$ cat src/lru_pkg.sv
`timescale 1ns / 1ps
// ----------------------------------------------------------------------------
// lru_pkg
// Shared widths and the chain and update structs of the LRU frame cells.
// ----------------------------------------------------------------------------
package lru_pkg;

    localparam int FRAMES = 8;
    localparam int IDX_W  = $clog2(FRAMES);
    localparam int RANK_W = $clog2(FRAMES);
    localparam int NUM_W  = IDX_W + 1;
    localparam int PAGE_W = 8;
    localparam int CNT_W  = 32;
    localparam int CFG_W  = 4;
    localparam int OUT_W  = 48;

    localparam logic [NUM_W-1:0] FRAMES_NUM = NUM_W'(FRAMES);
    localparam logic [RANK_W-1:0] RANK_MAX  = RANK_W'(FRAMES - 1);

    // lookup results handed from one cell to the next
    typedef struct packed {
        logic              hit_found;
        logic [IDX_W-1:0]  hit_idx;
        logic [RANK_W-1:0] hit_rank;
        logic              empty_found;
        logic [IDX_W-1:0]  empty_idx;
        logic              best_any;
        logic [RANK_W-1:0] best_rank;
        logic [IDX_W-1:0]  best_idx;
        logic [PAGE_W-1:0] best_page;
    } chain_t;

    // update broadcast to every cell
    typedef struct packed {
        logic              apply;
        logic              miss;
        logic [IDX_W-1:0]  sel;
        logic [RANK_W-1:0] old_rank;
        logic [PAGE_W-1:0] page;
    } upd_t;

endpackage

$ cat src/lru_cell.sv
`timescale 1ns / 1ps
// ----------------------------------------------------------------------------
// lru_cell
// One frame: resident page, valid mark and recency rank, plus its link of
// the lookup chain (hit, first empty and oldest frame).
// ----------------------------------------------------------------------------
module lru_cell (
    input  logic                             aclk,
    input  logic                             aresetn,
    input  logic [lru_pkg::IDX_W-1:0]        cell_idx,
    input  logic                             active,
    input  logic [lru_pkg::PAGE_W-1:0]       page_in,
    input  lru_pkg::chain_t                  chain_i,
    output lru_pkg::chain_t                  chain_o,
    input  lru_pkg::upd_t                    upd
);

    logic [lru_pkg::PAGE_W-1:0] page_reg;
    logic                       valid_reg, valid_next;
    logic [lru_pkg::RANK_W-1:0] rank_reg, rank_next;

    always_comb begin
        chain_o = chain_i;
        if (active) begin
            if (valid_reg && page_reg == page_in && !chain_i.hit_found) begin
                chain_o.hit_found = 1'b1;
                chain_o.hit_idx   = cell_idx;
                chain_o.hit_rank  = rank_reg;
            end
            if (!valid_reg && !chain_i.empty_found) begin
                chain_o.empty_found = 1'b1;
                chain_o.empty_idx   = cell_idx;
            end
            // strict compare keeps the lowest index on equal ages
            if (!chain_i.best_any || rank_reg > chain_i.best_rank) begin
                chain_o.best_any  = 1'b1;
                chain_o.best_rank = rank_reg;
                chain_o.best_idx  = cell_idx;
                chain_o.best_page = page_reg;
            end
        end
    end

    always_comb begin
        valid_next = valid_reg;
        rank_next  = rank_reg;
        if (upd.apply) begin
            if (upd.sel == cell_idx) begin
                rank_next = '0;
                if (upd.miss) begin
                    valid_next = 1'b1;
                end
            end else if (active && valid_reg && (upd.miss || rank_reg < upd.old_rank)
                         && rank_reg != lru_pkg::RANK_MAX) begin
                rank_next = rank_reg + 1'b1;
            end
        end
    end

    always_ff @(posedge aclk) begin
        if (!aresetn) begin
            valid_reg <= 1'b0;
            rank_reg  <= '0;
        end else begin
            valid_reg <= valid_next;
            rank_reg  <= rank_next;
        end
    end

    always_ff @(posedge aclk) begin
        if (upd.apply && upd.miss && upd.sel == cell_idx) begin
            page_reg <= upd.page;
        end
    end

endmodule

$ cat src/lru_page_replacement.sv
`timescale 1ns / 1ps
// ----------------------------------------------------------------------------
// lru_page_replacement
// LRU frame table built as a row of frame cells: lookup, fill or evict,
// recency update and a saturating fault count.
// ----------------------------------------------------------------------------
//  channel   dir   ports                         payload
//  s_        in    s_tvalid s_tready s_tdata     page_number
//  m_        out   m_tvalid m_tready m_tdata     hit, frame, eviction, faults
//  cfg_      in    cfg_valid cfg_ready cfg_data  frames_in_use
//
//  Each reference is first transferred into the page register; the lookup
//  then ripples through the cell row, followed by the update.
//  A new reference is taken once the previous one has updated the cells.
//  The update waits while the output register holds an untaken result.
//  Reset clears valid marks, ranks, fault count and sets frames_in_use to 8.
// ----------------------------------------------------------------------------
module lru_page_replacement (
    input  logic                          aclk,
    input  logic                          aresetn,
    input  logic                          s_tvalid,
    output logic                          s_tready,
    input  logic [lru_pkg::PAGE_W-1:0]    s_tdata,   // [7:0] page_number
    output logic                          m_tvalid,
    input  logic                          m_tready,
    // [0] hit, [3:1] frame_index, [4] evicted_valid, [12:5] evicted_page,
    // [44:13] fault_total, [47:45] zero
    output logic [lru_pkg::OUT_W-1:0]     m_tdata,
    input  logic                          cfg_valid,
    output logic                          cfg_ready,
    input  logic [lru_pkg::CFG_W-1:0]     cfg_data   // [3:0] frames_in_use
);

    localparam logic ST_IDLE = 1'b0;
    localparam logic ST_LOOK = 1'b1;

    logic                        state_reg, state_next;
    logic [lru_pkg::PAGE_W-1:0]  page_reg;
    logic [lru_pkg::CFG_W-1:0]   cfg_reg;
    logic [lru_pkg::CNT_W-1:0]   faults_reg, faults_next;
    logic                        m_tvalid_reg, m_tvalid_next;
    logic [lru_pkg::OUT_W-1:0]   m_tdata_reg, m_tdata_next;
    logic [lru_pkg::NUM_W-1:0]   n_eff;
    logic                        go;
    logic                        ev_valid;
    logic [lru_pkg::IDX_W-1:0]   frame_sel;
    logic [lru_pkg::PAGE_W-1:0]  ev_page;
    lru_pkg::chain_t             chain [lru_pkg::FRAMES+1];
    lru_pkg::chain_t             res;
    lru_pkg::upd_t               upd;

    assign s_tready  = (state_reg == ST_IDLE);
    assign cfg_ready = 1'b1;
    assign m_tvalid  = m_tvalid_reg;
    assign m_tdata   = m_tdata_reg;

    // out-of-range register values clamp to 1..FRAMES
    always_comb begin
        if (cfg_reg == '0) begin
            n_eff = lru_pkg::NUM_W'(1);
        end else if (lru_pkg::CFG_W'(cfg_reg) > lru_pkg::CFG_W'(lru_pkg::FRAMES)) begin
            n_eff = lru_pkg::FRAMES_NUM;
        end else begin
            n_eff = lru_pkg::NUM_W'(cfg_reg);
        end
    end

    assign chain[0] = '0;

    for (genvar g = 0; g < lru_pkg::FRAMES; g++) begin : g_cell
        lru_cell u_cell (
            .aclk     (aclk),
            .aresetn  (aresetn),
            .cell_idx (lru_pkg::IDX_W'(g)),
            .active   (lru_pkg::NUM_W'(g) < n_eff),
            .page_in  (page_reg),
            .chain_i  (chain[g]),
            .chain_o  (chain[g+1]),
            .upd      (upd)
        );
    end

    assign res = chain[lru_pkg::FRAMES];
    assign go  = (state_reg == ST_LOOK) && (!m_tvalid_reg || m_tready);

    always_comb begin
        ev_valid  = !res.hit_found && !res.empty_found;
        ev_page   = ev_valid ? res.best_page : '0;
        if (res.hit_found) begin
            frame_sel = res.hit_idx;
        end else if (res.empty_found) begin
            frame_sel = res.empty_idx;
        end else begin
            frame_sel = res.best_idx;
        end

        upd.apply    = go;
        upd.miss     = !res.hit_found;
        upd.sel      = frame_sel;
        upd.old_rank = res.hit_rank;
        upd.page     = page_reg;

        faults_next = faults_reg;
        if (!res.hit_found && faults_reg != '1) begin
            faults_next = faults_reg + 1'b1;
        end
    end

    always_comb begin
        state_next    = state_reg;
        m_tvalid_next = m_tvalid_reg;
        m_tdata_next  = m_tdata_reg;
        if (m_tvalid_reg && m_tready) begin
            m_tvalid_next = 1'b0;
        end
        unique case (state_reg)
            ST_IDLE: begin
                if (s_tvalid) begin
                    state_next = ST_LOOK;
                end
            end
            ST_LOOK: begin
                if (go) begin
                    state_next    = ST_IDLE;
                    m_tvalid_next = 1'b1;
                    m_tdata_next  = {3'b000, faults_next, ev_page, ev_valid,
                                     frame_sel, res.hit_found};
                end
            end
            default: begin
                state_next = ST_IDLE;
            end
        endcase
    end

    always_ff @(posedge aclk) begin
        if (!aresetn) begin
            state_reg    <= ST_IDLE;
            m_tvalid_reg <= 1'b0;
            faults_reg   <= '0;
            cfg_reg      <= lru_pkg::CFG_W'(lru_pkg::FRAMES);
        end else begin
            state_reg    <= state_next;
            m_tvalid_reg <= m_tvalid_next;
            if (go) begin
                faults_reg <= faults_next;
            end
            if (cfg_valid && cfg_ready) begin
                cfg_reg <= cfg_data;
            end
        end
    end

    always_ff @(posedge aclk) begin
        m_tdata_reg <= m_tdata_next;
        if (s_tvalid && s_tready) begin
            page_reg <= s_tdata;
        end
    end

endmodule

$ cat config.mk
export PLATFORM = sky130hd
export DESIGN_NAME = lru_page_replacement
export DESIGN_NICKNAME = d
export VERILOG_FILES = /design/src/lru_pkg.sv /design/src/lru_cell.sv /design/src/lru_page_replacement.sv
export SDC_FILE = /design/constraint.sdc
export NUM_CORES = 1
export LEC_CHECK = 0
export ABC_AREA = 1
export BUFFER_PORTS_ARGS = -buffer_cell sky130_fd_sc_hd__buf_2
export CORE_MARGIN = 1
export CORE_UTILIZATION = 35
export CTS_BUF_LIST = sky130_fd_sc_hd__clkbuf_4 sky130_fd_sc_hd__clkbuf_8 sky130_fd_sc_hd__clkbuf_16
export CTS_CLUSTER_SIZE = 30
export DETAILED_ROUTE_END_ITERATION = 7
export GPL_TIMING_DRIVEN = 0
export PLACE_DENSITY = 0.5
export RECOVER_POWER = 25
export SLEW_MARGIN = 20
export SYNTH_ARGS = -nofsm -noshare
export SYNTH_HDL_FRONTEND = slang
export SYNTH_HIERARCHICAL = 1
export SYNTH_SLANG_ARGS = --single-unit
export TNS_END_PERCENT = 30
$ cat constraint.sdc
create_clock -name aclk -period 22.3 [get_ports aclk]
set_input_delay 2.23 -clock aclk [delete_from_list [all_inputs] [get_ports aclk]]
set_output_delay 2.23 -clock aclk [all_outputs]
set_load 0.01 [all_outputs]
==> results.md <==
- Max FO, Critical Path: 13
- CP Data Arrival Time: 11.00 ns
- Switching share of power: 0.318
- IO Pins: 68
- Leakage: 7.59 nW
- Cts bufs inserted: 17
- Total power: 909 µW
- Sink Count: 187
- Final setup margin: 11.37 ns
- Routed Antenna Nets: 0
- Setup Fix Bufs, Post-CTS: 0
- Post-Place Worst Slack: 11.34 ns
- Fmax: 91.5 MHz
- Pwr per Cell Area: 58.2 mW/mm²
- RSZ-0062 raised after global routing: false
- Clock transition at path regs: 0.08 ns
- Total number of vias: 12,500
- Crit path buf inv count: 9
- Longest Clk Path Bufs: 2
- Post-CTS Resized: 0
- CP Launch Type: register
- Initial Util: 0.358
- Vias in the first global route: 12,200
- Cells after Synth: 1,959
- Initial antenna violation count: 0
- Die ar.: 0.0395 mm²
- Worst hold margin: 0.491 ns
- Hold-fix buffers, CTS: 0
- CTS tree: yes
- Final wirelength: 38,800 µm
- Clock skew: 0.0151 ns
- CP endpoint kind: register
- H-tree levels: 4
- Clock latency on the worst-skew pair: 0.46 ns
- Slew headroom: -0.257
- Worst path max stage delay: 0.80 ns
- Sw Pwr: 289 µW
- Outcome: finished with violations
- DRC viols: 0
- Area grow syn2layout: 15.1%
- Seq pwr share: 0.424
- Max FFs per register: 64
- Setup CP Type: register to register
- Max stage delay cell, worst path: nor2_1
- Met2 Use GR: 0.356
- Maximum vdd ir drop: 0.0501 mV
- Met3 Usage GRT: 0.0331
- Post-layout min period: 10.93 ns
- Internal power: 619 µW
- Post-synthesis average cell area: 6.92 µm²
- Max-slew violation count: 49
- Largest delay share family, worst path: compound AO/OA/AOI/OAI gates
- TNS Setup: 0 ns
- Post-synthesis cell area: 0.0136 mm²
- Hpwl dp: 30,400 µm
- Final setup vio count: 0
- Yosys warnings: 6
- Die extent in y: 199 µm
- Hold Vio Cnt, Final: 0
- Largest net degree at the start of global routing: 29
- Core Rows: 71
- Final net count: 2,228
- Clock root cell: clkbuf_16
- GPL Wtd Cong: 0.914
- IO buf count: 63
- Failing checks: capacitance limit, slew limit
- Initial DRT Pass Iterations: 5
- Diode count: 0
- Met1 GRT Util: 0.261
- Drt first-iter violations: 603
- Reg2reg setup slack: 11.37 ns
- Worst-margin pin slew: 1.88 ns
- Critical path data required time: 22.37 ns
- First-pass GRT wire length: 62,100 µm
- Crit path top cell by count: nand2_1
- Clock power frac: 0.350
- Die W: 199 µm
- Combinational share of power: 0.227
- WL/cell: 14.5 µm
- Core ar.: 0.0378 mm²
- Layer with the highest usage: met2
- Share of cells above drive strength 1: 0.116
- GRT Util Overall: 0.206
- Part of the cycle the worst path needs: 0.490
- Worst Hold Class: register to register
- Grt ovf: 0
- Post-DR vias/cell: 4.68
- Max-Cap Viols: 2
==> worst register-to-register path, delay by kind of cell (launching register included) <==
family / cells / cell delay [ns]
AO/OA/AOI/OAI: 22 / 3.45
adder cells (fa/ha/maj): 7 / 2.17
buffers and inverters: 9 / 1.20
flip-flops: 1 / 0.47
AND/OR/NAND/NOR: 29 / 3.23
==> path summary, 6_finish.rpt <==
path,from,to,cells past startpoint
hold / removal,faults_reg[29],faults_reg[29],2
hold reg to reg,faults_reg[29],faults_reg[29],2
setup reg to reg,g_cell[0].u_cell/rank_reg[2],g_cell[2].u_cell/page_reg[1],67
setup / recovery,g_cell[0].u_cell/rank_reg[2],g_cell[2].u_cell/page_reg[1],67
==> through the flow <==
stage                     cell area [µm²]  std cells   util
after global placement              14900       2640  0.394
final                               15600       2678  0.412
after CTS                           15600       2677  0.412
after global routing                15600       2678  0.412
after floorplan                     14000       2066      -
after detailed placement            15000       2645  0.397
==> layout make-up <==
type / count / area (µm²)
multi-input combinational: 1555 / 7770
inverter: 291 / 1090
fill: 4046 / 22200
buffer: 33 / 191
sequential: 187 / 4910
tap: 511 / 639
timing repair buffer: 69 / 399
clock inverter: 13 / 135
clock buffer: 19 / 464
==> metal layers <==
metal,share of wire,routed length [µm]
met2,0.47,18300
met1,0.47,18200
met4,0.024,949
met3,0.034,1330
met5,0,0
==> power groups by stage <==
stage | registers, mW | logic (mW) | clock network, mW
3_5_place_dp | 0.393 | 0.206 | 0
3_3_place_gp | 0.394 | 0.201 | 0
6_report | 0.385 | 0.206 | 0.318
4_1_cts | 0.385 | 0.207 | 0.330
5_1_grt | 0.386 | 0.241 | 0.340
2_1_floorplan | 0.392 | 0.144 | 0
==> cell usage in the layout (no fill, tap or decap), types with 9 or more instances in the layout <==
| master | n |
|---|---|
| nand2_1 | 744 |
| inv_1 | 250 |
| edfxtp_1 | 117 |
| nand3_1 | 113 |
| conb_1 | 109 |
| nor2_1 | 101 |
| o21ai_1 | 88 |
| nand4_1 | 85 |
| buf_2 | 79 |
| dfxtp_1 | 70 |
| o21ai_0 | 66 |
| ha_1 | 57 |
| inv_2 | 41 |
| a21oi_1 | 39 |
| and2_1 | 25 |
| clkbuf_16 | 18 |
| xor2_1 | 16 |
| or2_2 | 15 |
| nor2_2 | 13 |
| a21oi_2 | 11 |
| nand2_2 | 10 |
| xnor2_1 | 10 |
| clkbuf_1 | 9 |
Power figures use the tool's default switching activity.
